--- src/rtl/uhs_pkg.sv ---
// Shared types, constants and lookup functions of the UTF-8 homoglyph substituter.
`default_nettype none

package uhs_pkg;

  localparam int unsigned PROB_W    = 17;  // probability, 1.16 fixed point
  localparam int unsigned PROB_FRAC = 16;
  localparam int unsigned RUN_MAX   = 8;   // longest output run per item
  localparam int unsigned IDX_W     = 3;   // byte index within a run

  localparam logic [1:0] CFG_PROB_SPACE    = 2'd0;
  localparam logic [1:0] CFG_PROB_QUESTION = 2'd1;
  localparam logic [1:0] CFG_PROB_LETTER   = 2'd2;

  localparam logic [7:0] ZWSP_B0   = 8'he2;
  localparam logic [7:0] ZWSP_B1   = 8'h80;
  localparam logic [7:0] ZWSP_B2   = 8'h8b;
  localparam logic [7:0] GREEK_Q0  = 8'hcd;
  localparam logic [7:0] GREEK_Q1  = 8'hbe;
  localparam logic [7:0] SEMICOLON = 8'h3b;
  localparam logic [7:0] LATIN_A   = 8'h61;
  localparam logic [7:0] HIGH_BIT  = 8'b1000_0000;

  // One run of output bytes; byte 0 sits in the lowest bits.
  typedef struct packed {
    logic [RUN_MAX*8-1:0] bytes;
    logic [IDX_W-1:0]     last_idx;
  } run_t;

  typedef struct packed {
    logic       hit;
    logic [7:0] hi;
    logic [7:0] lo;
  } letter_t;

  // Cyrillic look-alike of a Latin letter, as two UTF-8 bytes.
  function automatic letter_t letter_lookup(input logic [7:0] c);
    letter_t r;
    r.hit = 1'b1;
    r.hi  = 8'hd0;
    r.lo  = 8'h00;
    case (c)
      8'h61: r.lo = 8'hb0;               // a
      8'h41: r.lo = 8'h90;               // A
      8'h65: r.lo = 8'hb5;               // e
      8'h45: r.lo = 8'h95;               // E
      8'h54: r.lo = 8'ha2;               // T
      8'h6f: r.lo = 8'hbe;               // o
      8'h4f: r.lo = 8'h9e;               // O
      8'h78: begin r.hi = 8'hd1; r.lo = 8'h85; end  // x
      8'h58: r.lo = 8'ha5;               // X
      8'h79: begin r.hi = 8'hd1; r.lo = 8'h83; end  // y
      8'h4b: r.lo = 8'h9a;               // K
      8'h48: r.lo = 8'h9d;               // H
      8'h63: begin r.hi = 8'hd1; r.lo = 8'h81; end  // c
      8'h43: r.lo = 8'ha1;               // C
      8'h4d: r.lo = 8'h9c;               // M
      default: r.hit = 1'b0;
    endcase
    return r;
  endfunction

  // Continuation bytes that follow a lead byte: leading ones minus one.
  function automatic logic [2:0] lead_skip(input logic [7:0] c);
    logic [3:0] ones;
    logic       run;
    ones = 4'd0;
    run  = 1'b1;
    for (int i = 7; i >= 0; i--) begin
      if (run && c[i]) begin
        ones = ones + 4'd1;
      end else begin
        run = 1'b0;
      end
    end
    return 3'(ones - 4'd1);
  endfunction

endpackage

`default_nettype wire

--- src/rtl/uhs_front.sv ---
// Front end: takes input items, tracks UTF-8 sequences and builds each output run.
`default_nettype none

module uhs_front #(
  parameter int unsigned RAND_BITS = 16
) (
  input  wire logic                        clk,
  input  wire logic                        rst,
  input  wire logic                        cfg_we,
  input  wire logic [1:0]                  cfg_index,
  input  wire logic [uhs_pkg::PROB_W-1:0]  cfg_data,
  input  wire logic                        accept,
  input  wire logic [7:0]                  in_byte,
  input  wire logic [RAND_BITS-1:0]        rand_space,
  input  wire logic [RAND_BITS-1:0]        rand_question,
  input  wire logic [RAND_BITS-1:0]        rand_letter,
  output uhs_pkg::run_t                    run
);
  import uhs_pkg::*;

  localparam int unsigned CMP_W = RAND_BITS + PROB_W;

  logic [PROB_W-1:0] prob_space;
  logic [PROB_W-1:0] prob_question;
  logic [PROB_W-1:0] prob_letter;
  logic [2:0]        skip_count;
  logic [2:0]        skip_count_next;

  logic    fire_space, fire_question, fire_letter;
  letter_t look;
  logic [39:0] tail;
  logic [2:0]  tail_last;

  // A choice fires when r * 2^16 < prob * 2^RAND_BITS.
  assign fire_space    = {1'b0, rand_space, {PROB_FRAC{1'b0}}}
                         < CMP_W'({prob_space, {RAND_BITS{1'b0}}});
  assign fire_question = {1'b0, rand_question, {PROB_FRAC{1'b0}}}
                         < CMP_W'({prob_question, {RAND_BITS{1'b0}}});
  assign fire_letter   = {1'b0, rand_letter, {PROB_FRAC{1'b0}}}
                         < CMP_W'({prob_letter, {RAND_BITS{1'b0}}});

  assign look = letter_lookup(in_byte);

  always_comb begin
    if (in_byte == SEMICOLON && fire_question) begin
      tail      = {24'd0, GREEK_Q1, GREEK_Q0};
      tail_last = 3'd1;
    end else if (look.hit && fire_letter) begin
      if (in_byte == LATIN_A) begin
        tail      = {look.lo, look.hi, ZWSP_B2, ZWSP_B1, ZWSP_B0};
        tail_last = 3'd4;
      end else begin
        tail      = {24'd0, look.lo, look.hi};
        tail_last = 3'd1;
      end
    end else begin
      tail      = {32'd0, in_byte};
      tail_last = 3'd0;
    end
  end

  always_comb begin
    skip_count_next = skip_count;
    run.bytes       = {56'd0, in_byte};
    run.last_idx    = 3'd0;
    if (skip_count != 3'd0) begin
      skip_count_next = skip_count - 3'd1;
    end else if ((in_byte & HIGH_BIT) != 8'd0) begin
      skip_count_next = lead_skip(in_byte);
    end else if (fire_space) begin
      run.bytes    = {tail, ZWSP_B2, ZWSP_B1, ZWSP_B0};
      run.last_idx = tail_last + 3'd3;
    end else begin
      run.bytes    = {24'd0, tail};
      run.last_idx = tail_last;
    end
  end

  always_ff @(posedge clk) begin
    if (rst) begin
      prob_space    <= '0;
      prob_question <= '0;
      prob_letter   <= '0;
      skip_count    <= 3'd0;
    end else begin
      if (cfg_we) begin
        case (cfg_index)
          CFG_PROB_SPACE:    prob_space    <= cfg_data;
          CFG_PROB_QUESTION: prob_question <= cfg_data;
          CFG_PROB_LETTER:   prob_letter   <= cfg_data;
          default: ;
        endcase
      end
      if (accept) begin
        skip_count <= skip_count_next;
      end
    end
  end

endmodule

`default_nettype wire

--- src/rtl/uhs_queue.sv ---
// Two-entry queue of output runs between the front end and the byte emitter.
`default_nettype none

module uhs_queue (
  input  wire logic          clk,
  input  wire logic          rst,
  input  wire logic          push,
  input  wire uhs_pkg::run_t push_run,
  output logic               full,
  input  wire logic          pop,
  output logic               head_valid,
  output uhs_pkg::run_t      head_run
);
  import uhs_pkg::*;

  run_t       entry [2];
  logic       wr_ptr;
  logic       rd_ptr;
  logic [1:0] count;

  assign full       = count[1];
  assign head_valid = count != 2'd0;
  assign head_run   = entry[rd_ptr];

  always_ff @(posedge clk) begin
    if (push) begin
      entry[wr_ptr] <= push_run;
    end
  end

  always_ff @(posedge clk) begin
    if (rst) begin
      wr_ptr <= 1'b0;
      rd_ptr <= 1'b0;
      count  <= 2'd0;
    end else begin
      if (push) begin
        wr_ptr <= ~wr_ptr;
      end
      if (pop) begin
        rd_ptr <= ~rd_ptr;
      end
      case ({push, pop})
        2'b10:   count <= count + 2'd1;
        2'b01:   count <= count - 2'd1;
        default: count <= count;
      endcase
    end
  end

endmodule

`default_nettype wire

--- src/rtl/uhs_back.sv ---
// Back end: walks the head run one byte a cycle into the output register, while out_ready lets it load.
`default_nettype none

module uhs_back (
  input  wire logic          clk,
  input  wire logic          rst,
  input  wire logic          head_valid,
  input  wire uhs_pkg::run_t head_run,
  output logic               pop,
  output logic               out_valid,
  input  wire logic          out_ready,
  output logic [7:0]         out_byte,
  output logic               out_last
);
  import uhs_pkg::*;

  logic [IDX_W-1:0] idx;
  logic             load;
  logic             at_last;

  assign load    = !out_valid || out_ready;
  assign at_last = idx == head_run.last_idx;
  assign pop     = head_valid && load && at_last;

  always_ff @(posedge clk) begin
    if (load && head_valid) begin
      out_byte <= head_run.bytes[idx*8 +: 8];
      out_last <= at_last;
    end
  end

  always_ff @(posedge clk) begin
    if (rst) begin
      out_valid <= 1'b0;
      idx       <= '0;
    end else if (load) begin
      out_valid <= head_valid;
      if (head_valid) begin
        idx <= at_last ? '0 : idx + 1'b1;
      end
    end
  end

endmodule

`default_nettype wire

--- src/rtl/utf8_homoglyph_substituter.sv ---
// Top level of the UTF-8 homoglyph substituter.
//
//   group   dir  handshake          payload
//   s_axis  in   s_tvalid/s_tready  s_tdata: in_byte, rand_space, rand_question, rand_letter
//   m_axis  out  m_tvalid/m_tready  m_tdata: out_byte; m_tlast: last_of_run
//   cfg     in   cfg_we             cfg_index, cfg_data (17-bit probabilities)
//
// Each input item yields a run of 1 to 8 output bytes, one byte per cycle while m_tready is
// high. Plain bytes flow at one item per cycle on that condition; a run of several bytes
// holds the output side until its last byte is out. The two-entry run queue takes one more
// item while a run drains, then s_tready drops until the run's last byte moves to the output.
// Each accepted item goes into the run queue and from there into the output register.
// Reset is synchronous and clears the probabilities, the UTF-8 skip count and the queue.
`default_nettype none

module utf8_homoglyph_substituter #(
  parameter int unsigned RAND_BITS = 16
) (
  input  wire logic                                  clk,
  input  wire logic                                  rst,
  input  wire logic                                  cfg_we,
  input  wire logic [1:0]                            cfg_index,
  input  wire logic [uhs_pkg::PROB_W-1:0]            cfg_data,
  input  wire logic                                  s_tvalid,
  output logic                                       s_tready,
  // in_byte, rand_space, rand_question, rand_letter from bit 0 up
  input  wire logic [((8+3*RAND_BITS+7)/8)*8-1:0]    s_tdata,
  output logic                                       m_tvalid,
  input  wire logic                                  m_tready,
  // out_byte
  output logic [7:0]                                 m_tdata,
  output logic                                       m_tlast
);
  import uhs_pkg::*;

  logic accept;
  logic full;
  logic pop;
  logic head_valid;
  run_t new_run;
  run_t head_run;

  assign s_tready = !full;
  assign accept   = s_tvalid && s_tready;

  uhs_front #(.RAND_BITS(RAND_BITS)) u_front (
    .clk           (clk),
    .rst           (rst),
    .cfg_we        (cfg_we),
    .cfg_index     (cfg_index),
    .cfg_data      (cfg_data),
    .accept        (accept),
    .in_byte       (s_tdata[7:0]),
    .rand_space    (s_tdata[8 +: RAND_BITS]),
    .rand_question (s_tdata[8+RAND_BITS +: RAND_BITS]),
    .rand_letter   (s_tdata[8+2*RAND_BITS +: RAND_BITS]),
    .run           (new_run)
  );

  uhs_queue u_queue (
    .clk        (clk),
    .rst        (rst),
    .push       (accept),
    .push_run   (new_run),
    .full       (full),
    .pop        (pop),
    .head_valid (head_valid),
    .head_run   (head_run)
  );

  uhs_back u_back (
    .clk        (clk),
    .rst        (rst),
    .head_valid (head_valid),
    .head_run   (head_run),
    .pop        (pop),
    .out_valid  (m_tvalid),
    .out_ready  (m_tready),
    .out_byte   (m_tdata),
    .out_last   (m_tlast)
  );

endmodule

`default_nettype wire

--- config.mk ---
export PLATFORM = sky130hd
export DESIGN_NAME = utf8_homoglyph_substituter
export DESIGN_NICKNAME = d
export VERILOG_FILES = /design/src/rtl/uhs_pkg.sv /design/src/rtl/uhs_front.sv /design/src/rtl/uhs_queue.sv /design/src/rtl/uhs_back.sv /design/src/rtl/utf8_homoglyph_substituter.sv
export SDC_FILE = /design/constraint.sdc
export NUM_CORES = 1
export LEC_CHECK = 0
export BUFFER_PORTS_ARGS = -buffer_cell sky130_fd_sc_hd__buf_2
export CORE_MARGIN = 1
export CORE_UTILIZATION = 40
export CTS_CLUSTER_SIZE = 8
export DETAILED_ROUTE_END_ITERATION = 8
export PLACE_DENSITY = 0.68
export SETUP_SLACK_MARGIN = 0.15
export SLEW_MARGIN = 20
export SYNTH_ARGS = -nofsm -noshare
export SYNTH_HDL_FRONTEND = slang
export SYNTH_SLANG_ARGS = --single-unit
--- constraint.sdc ---
create_clock -name clk -period 4.1 [get_ports clk]
set_input_delay 0.615 -clock clk [delete_from_list [all_inputs] [get_ports clk]]
set_output_delay 0.615 -clock clk [all_outputs]
set_load 0.005 [all_outputs]
# Word level (Yosys, flattened, before mapping)

Memories as Yosys holds them, arrays and structs flattened. A register that Yosys moved wholly into a read port is not among the register bits.
Index checks and enable logic that the tools add are counted.

Input port bits: 80
Bits in writable memories: 134
Memories: 1
Register bits: 71
Word-level logic and storage cells: 142

Equality and inequality tests: 21
Reduce and logical (&&, ||, !) cells: 27
Mux-type cells: 63
Bitwise operators: 2
Add/sub/neg operators: 13
Magnitude comparators: 3
Shifts and indexed selects: 1

Memories:

| memory        | depth | bits a word | rd ports | clocked after memory_dff | wr ports | RTL line        | RTL |
|---|---|---|---|---|---|---|---|
| u_queue.entry | 2     | 67          | 1        | 1                        | 1        | uhs_queue.sv:16 | `run_t entry [2];` |

Operator list:

| kind                | count |
|---|---|
| $mux 67             | 3 |
| $eq 8x7->1 const B  | 15 |
| $mux 40             | 3 |
| $pmux 8 s15         | 1 |
| $lt 32x33->1        | 3 |
| $mux 3              | 29 |
| $shiftx 64x7->8     | 1 |
| $mux 1              | 26 |
| $add 3x1->3 const B | 8 |
| $reduce_or 15->1    | 1 |
| $logic_and 1x1->1   | 12 |
| $reduce_and 2->1    | 5 |
| $eq 8x6->1 const B  | 1 |
| $reduce_bool 2->1   | 3 |
| $sub 3x1->3 const B | 2 |
| $eq 2x1->1 const B  | 2 |
| $eq 2x2->1 const B  | 2 |
| $pmux 2 s2          | 1 |
| $add 3x2->3 const B | 1 |
| $eq 3x3->1          | 1 |
| $reduce_bool 3->1   | 1 |
| $reduce_or 3->1     | 1 |
| $add 2x1->2 const B | 1 |
| $logic_not 1->1     | 2 |
| other kinds (4)     | 5 |

# Longest topological paths before layout

Gate-level depths: netlist of the first run.

Depth after elaboration: 33
Gate-level depth with buffers: 17
Mapped depth without buffers: 17

# Modules after synthesis

Synthesis of the first run repeated with hierarchy kept, for this count alone.

Cells, all modules: 910
Area total of the unflattened synthesis: 10,483.8 um^2

By module, submodules not included:

| module                     | cells an instance | area an instance (um^2) | times used | sequential area each (um^2) |
|---|---|---|---|---|
| uhs_queue                  | 229               | 5,033.6                 | 1          | 4,124.0 |
| uhs_front                  | 615               | 4,405.5                 | 1          | 1,081.0 |
| uhs_back                   | 64                | 1,034.7                 | 1          | 350.3 |
| utf8_homoglyph_substituter | 2                 | 10.0                    | 1          | 0.0 |

# Least setup slack after synthesis of the first run

No wires, ideal clock.

Kind: input port to flip-flop
Start point: input s_tvalid
End point: memory u_queue.entry[0][0] in the netlist's numbering (enable)
Buffers on the path: 0
Library setup time: 0.442 ns
Stages on the path: 2
Data required time: 3.658 ns
Arrival: 2.544 ns
Slack: 1.114 ns
Cell sequence: nand2_1 nor2_1

Word-level cells in the longest chain between the ends: 3

Ends and longest elaborated chain:

| what                         | RTL line                         | RTL |
|---|---|---|
| from (decl)                  | utf8_homoglyph_substituter.sv:24 | `input wire logic s_tvalid,` |
| $logic_and 1x1->1            | utf8_homoglyph_substituter.sv:44 | `assign accept = s_tvalid && s_tready;` |
| $mux 1                       | uhs_queue.sv:26                  | `if (push) begin` |
| $mux 1 (not written as such) | uhs_queue.sv:27                  | `entry[wr_ptr] <= push_run;` |
| to (decl)                    | uhs_queue.sv:16                  |  |

No other way between the ends.

==> results of run 1 <==
## critical path, stage by stage, from the launching register on
cell	delay, ps
dfxtp_1	330
inv_1	60
ha_1	290
a21o_1	160
a21oi_1	190
o2bb2ai_1	100
a211oi_1	610
and2_1	590
a21oi_1	150
ha_1	290
nor2_1	50
## flip-flops by register name, summed over array words and instances (netlist names), named ones only
register / flops
u_queue.count: 2
u_queue.entry: 84
u_front.prob_space: 17
u_queue.wr_ptr: 1
u_front.skip_count: 3
u_back.out_last: 1
u_back.out_valid: 1
u_back.idx: 3
u_front.prob_question: 17
u_queue.rd_ptr: 1
u_front.prob_letter: 17
u_back.out_byte: 8
## power groups by stage
stage	combinational (mW)	sequential, mW	clock (mW)
after floorplan	0.773	2.07	0
after global placement	1.09	2.10	0
after CTS	1.11	2.07	1.52
final	1.09	2.07	1.50
after global routing	1.22	2.10	1.59
after detailed placement	1.10	2.10	0
## cell families (layout without fill, tap and decap cells)
| group | Yosys count | after routing | synth area share, % |
|---|---|---|---|
| AND/OR/NAND/NOR | 254 | 254 | 14.9 |
| buffers and inverters | 101 | 191 | 4.99 |
| multiplexers | 37 | 37 | 6.00 |
| other | 1 | 12 | 0.0472 |
| AO/OA/AOI/OAI | 182 | 182 | 13.8 |
| flip-flops | 156 | 156 | 51.0 |
| XOR/XNOR | 11 | 11 | 1.21 |
| adder cells (fa/ha/maj) | 51 | 51 | 8.03 |
## per-stage QoR
stage	hold slack, ps	utilization, %
detailed placement	446	44.6
CTS	453	47.5
floorplan	432	-
global placement	442	44.6
global route	454	47.5
finish	455	47.5
## cell type report
class | count | area (sq um) | share of cell area (%)
Multi-Input combinational cell | 545 | 3550 | 38.4
Antenna cell | 2 | 5.00 | 0.0541
Clock inverter | 15 | 136 | 1.47
Sequential cell | 156 | 4060 | 43.9
Timing Repair Buffer | 99 | 518 | 5.60
Tap cell | 265 | 332 | 3.59
Clock buffer | 17 | 425 | 4.60
Inverter | 60 | 225 | 2.44
## cell usage in the layout (no fill, tap or decap), types with 4 or more instances in the layout
cell,instances
a21oi_1,97
o2bb2ai_1,4
or2_2,4
xnor2_1,9
nand2_1,133
o22ai_1,6
mux2i_1,24
a21boi_1,4
nand4_1,6
conb_1,10
and2_1,6
buf_4,9
nor2b_1,5
a31oi_1,4
a211oi_1,7
mux2_2,5
nor3_1,10
dfxtp_1,62
ha_1,51
buf_2,90
edfxtp_1,93
nand2b_1,5
nand3_1,6
nor2_1,47
a21o_1,7
clkbuf_16,17
o21ai_1,7
o31ai_1,5
inv_1,57
mux4_2,8
clkinvlp_4,5
or4_1,4
inv_6,4
o21ai_0,16
## path summary, 6_finish.rpt
kind                                              start                                    end  slack (ps)  depth (start not counted)
setup / recovery   u_front.prob_letter[14]$_SDFFE_PP0P_          u_queue.entry[1][0]$_DFFE_PP_        1020                         10
hold / removal    u_front.prob_question[7]$_SDFFE_PP0P_  u_front.prob_question[7]$_SDFFE_PP0P_         460                          2
hold reg to reg   u_front.prob_question[7]$_SDFFE_PP0P_  u_front.prob_question[7]$_SDFFE_PP0P_         460                          2
setup reg to reg   u_front.prob_letter[14]$_SDFFE_PP0P_          u_queue.entry[1][0]$_DFFE_PP_        1020                         10
## per-layer routing
| layer | vias up | part of all wire (%) |
|---|---|---|
| met5 | - | 0.072 |
| met4 | 2 | 1.9 |
| met3 | 30 | 4.3 |
| met2 | 131 | 48 |
| met1 | 2814 | 46 |
| li1 | 2984 | - |
==> summary.md, run 1 <==
| Metric | Value |
|---|---|
| Dominant cells by area after synthesis | edfxtp_1 (35%), dfxtp_1 (16%), ha_1 (8.0%), nand2_1 (6.3%), a21oi_1 (6.1%) |
| List of most frequent post-synthesis cells | nand2_1 (133), a21oi_1 (97), edfxtp_1 (93), dfxtp_1 (63), inv_1 (57) |
| Slew Limit Fails | 0 |
| Total number of yosys warnings | 0 |
| Internal | 3.26 mW |
| DRT iter0 DRCs | 358 |
| Die X | 143 um |
| Die extent in y | 143 um |
| Yosys reg bits | 156 |
| Wire length per cell | 15.5 um |
| Max VDD drop | 0.327 mV |
| Final setup violation count | 0 |
| Worst skew pair latency | 430 ps |
| Post-route ant nets | 0 |
| Synth async-reset ratio | 0% |
| Gp weighted congestion | 0.861 |
| Cts repair resizes | 0 |
| Worst Setup End Kind | flop |
| M1 GR Usage | 23.8% |
| Most common cell in the netlist | nand2_1 |
| CTS H-tree depth | 4 |
| Switching share of total power | 30.0% |
| Root Buffer | clkbuf_16 |
| Mapped Cells | 793 |
| Drt pass-1 iters | 6 |
| Fillers | 1843 |
| Vias in the first global route | 5786 |
| Clk_skew | 8.78 ps |
| P per Cell Area | 504 nW/um^2 |
| Synth cell types | 69 |
| Clk slew on worst S/H paths | 70 ps |
| Post-synth EDFFs | 93 |
| Nature of the critical path startpoint | flop |
| Clk sinks | 156 |
| Ys flop type | edfxtp_1 |
| DRC violations left | 0 |
| Initial core utilization | 40.9% |
| Row Count | 51 |
| Worst EP arrival | 3240 ps |
| Overflow after GRT | 0 |
| Unrepaired setup endpoints after global routing | no |
| Largest net degree at the start of global routing | 47 |
| Clock share of power | 32.2% |
| Mapped Area | 7950 sq um |
| Min cycle time layout | 3080 ps |
| Met2 global-route usage | 31.1% |
| Critical Path Fanout Max | 18 |
| Critical path class | flop to flop |
| GRT Util Overall | 18.7% |
| Die area | 20400 sq um |
| Psw | 1.40 mW |
| Rel. slew slack | 30.3% |
| Top Ports | 91 |
| Top achievable clock speed | 325 MHz |
| Layout area overhead | 16.3% |
| DP HPWL | 13.0 mm |
| Setup ws final | 1020 ps |
| Share of cells above drive strength 1 | 18.3% |
| Synth area leader | edfxtp_1 |
| Design Area, Final | 9250 sq um |
| CTS Hold Bufs | 0 |
| Status | finished, final reports clean |
| DP Cell Count | 1125 |
| PortBufs | 90 |
| Setup TNS | 0 ps |
| Detailed-route via count | 5961 |
| Final Non-Filler Cells | 1159 |
| Met3 Use GR | 4.19% |
| Critical Path RT | 4260 ps |
| Syn_area_per_cell | 10.0 sq um |
| Core area | 19500 sq um |
| Gr busiest metal | met2 |
| Final Hold Viols | 0 |
| Initial antenna violation count | 3 |
| Hold Path Class | flop to flop |
| First-pass GRT wire length | 29.3 mm |
| Flop pwr share | 44.4% |
| Worst-margin pin slew | 1040 ps |
| Logic pwr share | 23.4% |
| Power consumption | 4.66 mW |
| MaxCap Viol Count | 0 |
| Register area share after synthesis | 51.0% |
| CTS tree | done |
| Dpl ws | 729 ps |
| WL final | 18.0 mm |
| Drt via density | 5.14 |
| Share of Yosys cell area claimed by the top area cell type | 35.1% |
| CTS buffer count | 17 |
| Number of setup buffers added after CTS | 0 |
| Nets | 1010 |
| Fin crit share | 75.0% |
| Buffers from clock root to sink, at most | 2 |
| Dpl cell area | 8680 sq um |
| Pleak | 3.33 nW |
No activity file was read; power rests on OpenSTA's default activity.
==> inputs of run 2 (changes only) <==
--- a/config.mk
+++ b/config.mk
@@ -10,7 +10,7 @@
 export CORE_UTILIZATION = 40
 export CTS_CLUSTER_SIZE = 8
 export DETAILED_ROUTE_END_ITERATION = 8
-export PLACE_DENSITY = 0.68
+export PLACE_DENSITY = 0.7
 export SETUP_SLACK_MARGIN = 0.15
 export SLEW_MARGIN = 20
 export SYNTH_ARGS = -nofsm -noshare
==> constraint.sdc (replaced) <==
create_clock -name clk -period 2.55 [get_ports clk]
set_input_delay 0.3825 -clock clk [delete_from_list [all_inputs] [get_ports clk]]
set_output_delay 0.3825 -clock clk [all_outputs]
set_load 0.005 [all_outputs]
==> summary.md, run 2 (synthesized netlist as in run 1, its figures left out) <==
| Metric | Value |
|---|---|
| Gp weighted congestion | 0.915 (+6.3%) |
| First-pass GRT wire length | 29.0 mm (-0.96%) |
| CTS buffer count | 17 (unchanged) |
| Status | finished, final reports clean |
| Die area | 20400 sq um (unchanged) |
| Critical path class | flop to flop |
| Die X | 143 um (unchanged) |
| DP Cell Count | 1164 (+3.5%) |
| CTS H-tree depth | 4 (unchanged) |
| Initial core utilization | 40.9% (unchanged) |
| Critical Path RT | 2710 ps (-1550 ps) |
| Row Count | 51 (unchanged) |
| CP delay by family, top | simple AND/OR/NAND/NOR gates |
| Detailed-route via count | 6255 (+4.9%) |
| Post-route ant nets | 0 (unchanged) |
| DRC violations left | 0 (unchanged) |
| Commonest non-fill, non-tap cell in the layout | nand2_1 |
| Final core utilization | 53.1% (+5.6 points) |
| Share of cells above drive strength 1 | 34.6% (+16 points) |
| Pleak | 3.74 nW (+12%) |
| Top achievable clock speed | 407 MHz (+25%) |
| Largest register by flop count | u_queue.entry |
| Worst skew pair latency | 430 ps (about the same) |
| Met3 Use GR | 3.99% (-0.20 points) |
| Nets | 1057 (+4.7%) |
| Final Hold Viols | 0 (unchanged) |
| GRT Util Overall | 18.5% (-0.21 points) |
| Clk_skew | 16.0 ps (+7.18 ps) |
| Max stage delay on crit path | 520 ps (-90 ps) |
| Vias in the first global route | 5817 (+0.54%) |
| Drt pass-1 iters | 5 (-1) |
| M1 GR Usage | 22.9% (-0.87 points) |
| Max VDD drop | 0.486 mV (+49%) |
| Hold Path Class | input pin to flop |
| Largest net degree at the start of global routing | 43 (-8.5%) |
| Met2 global-route usage | 32.1% (+1.0 points) |
| Wire length per cell | 16.0 um (+3.1%) |
| Unrepaired setup endpoints after global routing | yes |
| Setup ws final | 94.3 ps (-929 ps) |
| Buffers from clock root to sink, at most | 2 (unchanged) |
| Final setup violation count | 0 (unchanged) |
| Worst EP arrival | 2620 ps (-620 ps) |
| PortBufs | 90 (unchanged) |
| CTS tree | done |
| DRT iter0 DRCs | 316 (-12%) |
| Worst-margin pin slew | 696 ps (-346 ps) |
| Design Area, Final | 10300 sq um (+12%) |
| Initial antenna violation count | 2 (-1) |
| Overflow after GRT | 0 (unchanged) |
| Top Ports | 91 (unchanged) |
| Clk slew on worst S/H paths | 70 ps (about the same) |
| Fin crit share | 96.3% (+21 points) |
| Critical Path Fanout Max | 5 (-13) |
| Dpl ws | -212 ps (-940 ps) |
| Fillers | 1673 (-9.2%) |
| Drt via density | 5.19 (+0.93%) |
| Nature of the critical path startpoint | flop |
| Most frequent cells in the layout | nand2_1 (127), edfxtp_1 (93), buf_2 (90) |
| Clk sinks | 156 (unchanged) |
| Final Non-Filler Cells | 1205 (+4.0%) |
| P per Cell Area | 767 nW/um^2 (+52%) |
| CP bufs+invs | 3 (+2) |
| Largest register FFs | 84 (unchanged) |
| Root Buffer | clkbuf_16 |
| DP HPWL | 13.2 mm (+1.2%) |
| Min cycle time layout | 2460 ps (-621 ps) |
| Gr busiest metal | met2 |
| Crit path cell chain | inv_2 -> ha_4 -> nand4_1 -> or4_1 -> a31oi_1 -> a211oi_2 -> buf_4 -> nand3b_4 -> a21oi_4 -> buf_6 -> a21o_1 |
| Rel. slew slack | 53.4% (+23 points) |
| Area occupied by multi-input gates | 4160 sq um (+17%) |
| Dpl cell area | 9080 sq um (+4.6%) |
| Layout area overhead | 29.9% |
| Worst Setup End Kind | flop |
| WL final | 19.3 mm (+7.2%) |
| Slowest library cell on the worst path | or4_1 |
| Core area | 19500 sq um (unchanged) |
| Die extent in y | 143 um (unchanged) |
| FF+latch area | 4080 sq um (+0.56%) |
| MaxCap Viol Count | 0 (unchanged) |
| Slew Limit Fails | 0 (unchanged) |
-- run 2: cell types whose count changed in the layout (fill, tap and decap cells not counted), moves of 7 or more --
cell,before,now
ha_1,51,34
nor2_1,47,39
dfxtp_2,1,19
ha_4,0,12
a21oi_1,97,79
nor2_2,0,7
buf_6,0,7
dfxtp_1,62,44
inv_2,3,13
a21oi_2,0,14
inv_1,57,46
buf_4,9,45
-- run 2: worst min-delay path, cell delays in order --
cell and delay [ps]:
buf_2 120, nand2_1 50, a21oi_1 50
-- run 2: through the flow --
| stage | power [mW] | TNS [ps] | hold WS [ps] |
|---|---|---|---|
| global placement | 5.21 | -1520 | 443 |
| CTS | 7.82 | 0 | 205 |
| global route | 8.30 | 0 | 218 |
| floorplan | 4.60 | -18760 | 432 |
| finish | 7.93 | 0 | 212 |
| detailed placement | 5.25 | -7050 | 447 |
-- run 2: metal layers --
layer,vias up,part of all wire (%)
li1,3068,-
met1,2986,42
met2,163,51
met3,36,4.7
met4,2,2.1
met5,-,0.047
-- run 2: final timing paths --
| path | end | depth (start not counted) | startpoint | slack (ps) |
|---|---|---|---|---|
| worst max-delay path | u_queue.entry[0][4]$_DFFE_PP_ | 11 | u_front.prob_letter[2]$_SDFFE_PP0P_ | 90 |
| worst min-delay path | u_front.prob_letter[3]$_SDFFE_PP0P_ | 3 | cfg_data[3] | 210 |
| worst max register to register | u_queue.entry[0][4]$_DFFE_PP_ | 11 | u_front.prob_letter[2]$_SDFFE_PP0P_ | 90 |
| worst min register to register | u_front.prob_question[12]$_SDFFE_PP0P_ | 2 | u_front.prob_question[12]$_SDFFE_PP0P_ | 450 |
-- run 2: final cells by class --
type                    instances  area share, %
multi-input cells             546           40.3
flip-flops and latches        156           39.5
repair buffers                145           8.93
clock buffers                  20           4.64
well taps                     265           3.21
inverters                      60           2.25
clock inverters                12           1.20
diodes                          1         0.0242
-- run 2: repair_timing --
action,in CTS,in global routing
cloned,0,2
hold buffers,0,0
setup endpoints to repair,70,73
buffers inserted,1,5
resized for setup,29,109
pin swaps,8,28
-- run 2: report_power, final --
| part | total [mW] | internal (mW) | switching (mW) | leakage, nW |
|---|---|---|---|---|
| Sequential | 3.32 | 3.17 | 0.151 | 1.41 |
| Clock | 2.54 | 1.49 | 1.06 | 0.299 |
| Combinational | 2.06 | 0.896 | 1.16 | 2.03 |
==> inputs of run 3 (changes only) <==
--- a/config.mk
+++ b/config.mk
@@ -11,6 +11,7 @@
 export CTS_CLUSTER_SIZE = 8
 export DETAILED_ROUTE_END_ITERATION = 8
 export PLACE_DENSITY = 0.7
+export RECOVER_POWER = 50
 export SETUP_SLACK_MARGIN = 0.15
 export SLEW_MARGIN = 20
 export SYNTH_ARGS = -nofsm -noshare
==> summary.md, run 3 (synthesized netlist as in run 1, its figures left out) <==
| Metric | Value |
|---|---|
| Gp weighted congestion | 0.915 (unchanged) |
| Hold Path Class | input pin to flop |
| Critical Path Fanout Max | 5 (unchanged) |
| Reg2reg end | u_queue.entry[0][4]$_DFFE_PP_ |
| Die X | 143 um (unchanged) |
| Overflow after GRT | 0 (unchanged) |
| CP bufs+invs | 3 (unchanged) |
| Nets | 1057 (unchanged) |
| Hold Crit Depth | 3 (unchanged) |
| MaxCap Viol Count | 0 (unchanged) |
| CTS buffer count | 17 (unchanged) |
| CTS H-tree depth | 4 (unchanged) |
| Vias in the first global route | 5817 (unchanged) |
| Worst skew pair latency | 430 ps (about the same) |
| Layout area overhead | 29.4% |
| Top achievable clock speed | 407 MHz (about the same) |
| Hold WS | 213 ps (+1.20 ps) |
| Buffers from clock root to sink, at most | 2 (unchanged) |
| CP delay by family, top | simple AND/OR/NAND/NOR gates |
| Commonest non-fill, non-tap cell in the layout | nand2_1 |
| CTS tree | done |
| Rel. slew slack | 22.3% (-31 points) |
| Worst r2r src | u_front.prob_letter[2]$_SDFFE_PP0P_ |
| First-pass GRT wire length | 29.0 mm (unchanged) |
| Setup TNS | 0 ps (unchanged) |
| PortBufs | 90 (unchanged) |
| Drt via density | 5.17 (-0.34%) |
| Core area | 19500 sq um (unchanged) |
| Final setup violation count | 0 (unchanged) |
| Worst R2R Setup Slack | 90 ps (about the same) |
| Worst EP arrival | 2620 ps (about the same) |
| Nature of the critical path startpoint | flop |
| Drt pass-1 iters | 4 (-1) |
| Min cycle time layout | 2460 ps (-0.0279 ps) |
| Die extent in y | 143 um (unchanged) |
| Clk_skew | 12.0 ps (-3.96 ps) |
| Critical path launch point | u_front.prob_letter[2]$_SDFFE_PP0P_ |
| Crit path cell chain | inv_2 -> ha_4 -> nand4_1 -> or4_1 -> a31oi_1 -> a211oi_2 -> buf_4 -> nand3b_4 -> a21oi_4 -> buf_6 -> a21o_1 |
| Share of cells above drive strength 1 | 33.0% (-1.6 points) |
| Pleak | 3.70 nW (-1.2%) |
| Clk sinks | 156 (unchanged) |
| Row Count | 51 (unchanged) |
| Initial core utilization | 40.9% (unchanged) |
| Initial antenna violation count | 2 (unchanged) |
| Post-route ant nets | 0 (unchanged) |
| Min-delay src | cfg_data[5] |
| Detailed-route via count | 6234 (-0.34%) |
| CTS Hold Bufs | 0 (unchanged) |
| Max stage delay on crit path | 520 ps (about the same) |
| DRT iter0 DRCs | 332 (+5.1%) |
| Largest net degree at the start of global routing | 43 (unchanged) |
| Largest register FFs | 84 (unchanged) |
| Status | finished, final reports clean |
| Top Ports | 91 (unchanged) |
| GRT Util Overall | 18.5% (unchanged) |
| P per Cell Area | 767 nW/um^2 (about the same) |
| Hold Path Sink | u_front.prob_letter[5]$_SDFFE_PP0P_ |
| Worst Setup End Kind | flop |
| Final core utilization | 52.9% (-0.22 points) |
| Final Hold Viols | 0 (unchanged) |
| Setup ws final | 94.3 ps (+0.0279 ps) |
| Slowest library cell on the worst path | or4_1 |
| Most frequent cells in the layout | nand2_1 (127), edfxtp_1 (93), buf_2 (80) |
| Reg2reg path depth | 11 (unchanged) |
| DP HPWL | 13.2 mm (unchanged) |
| Unrepaired setup endpoints after global routing | yes |
| Worst-margin pin slew | 1170 ps (+469 ps) |
| Critical path class | flop to flop |
| DRC violations left | 0 (unchanged) |
| Dpl ws | -212 ps (unchanged) |
| WL final | 19.4 mm (+0.50%) |
| Clk slew on worst S/H paths | 70 ps (about the same) |
| Max VDD drop | 0.490 mV (+0.80%) |
| Largest register by flop count | u_queue.entry |
| Wire length per cell | 16.1 um (+0.50%) |
| Critical Path RT | 2720 ps (about the same) |
| Slew Limit Fails | 0 (unchanged) |
| Root Buffer | clkbuf_16 |
| Fin crit share | 96.3% (about the same) |
| Die area | 20400 sq um (unchanged) |
## run 3: cell count changes in the layout (fill, tap and decap cells not counted), sizes merged
| cell | delta |
|---|---|
| buf | -15 |
| clkbuf | +15 |
## run 3: final cells by class
cell class / instances / area, sq um
flip-flops and latches: 156 / 4080
diodes: 1 / 2.50
well taps: 265 / 332
clock inverters: 12 / 124
fillers: 1691 / 9170
clock buffers: 20 / 479
repair buffers: 145 / 881
multi-input cells: 546 / 4160
inverters: 60 / 233
## run 3: tightest hold or removal path, stage by stage
cell     delay (ps)
buf_2           120
nand2_1          50
a21oi_1          50
## run 3: layer usage
metal  up-vias  GRT usage [%]  part of all wire (%)
met5         -              0                 0.046
met4         2           5.32                   2.2
met3        36           3.99                   4.1
met2       144           32.1                    51
met1      2983           22.9                    43
li1       3069              -                     -
## run 3: report_power, final
group | switching (mW) | internal [mW]
sequential | 0.153 | 3.18
clock | 1.06 | 1.49
combinational | 1.17 | 0.851
## run 3: what timing repair did
item	in CTS	in global routing
setup endpoints to repair	70	73
pin swaps	8	28
gates cloned	0	2
buffers inserted	1	5
resized for setup	29	109
## run 3: how the worst max path moves through the flow
stage                                          end  slack, ps  cells past startpoint
floorplan            u_queue.entry[0][0]$_DFFE_PP_       -220                      3
global placement    u_queue.entry[0][30]$_DFFE_PP_        -60                     11
detailed placement  u_queue.entry[1][30]$_DFFE_PP_       -210                     11
CTS                 u_queue.entry[1][30]$_DFFE_PP_        100                     11
global route         u_queue.entry[0][4]$_DFFE_PP_          4                     11
finish               u_queue.entry[0][4]$_DFFE_PP_         90                     11
## run 3: metrics by stage
stage               std cells  area [sq um]  power (mW)
floorplan                 802          8110        4.60
global placement         1164          9080        5.21
detailed placement       1164          9080        5.25
CTS                      1197          9760        7.82
global route             1205         10300        8.27
finish                   1205         10300        7.90
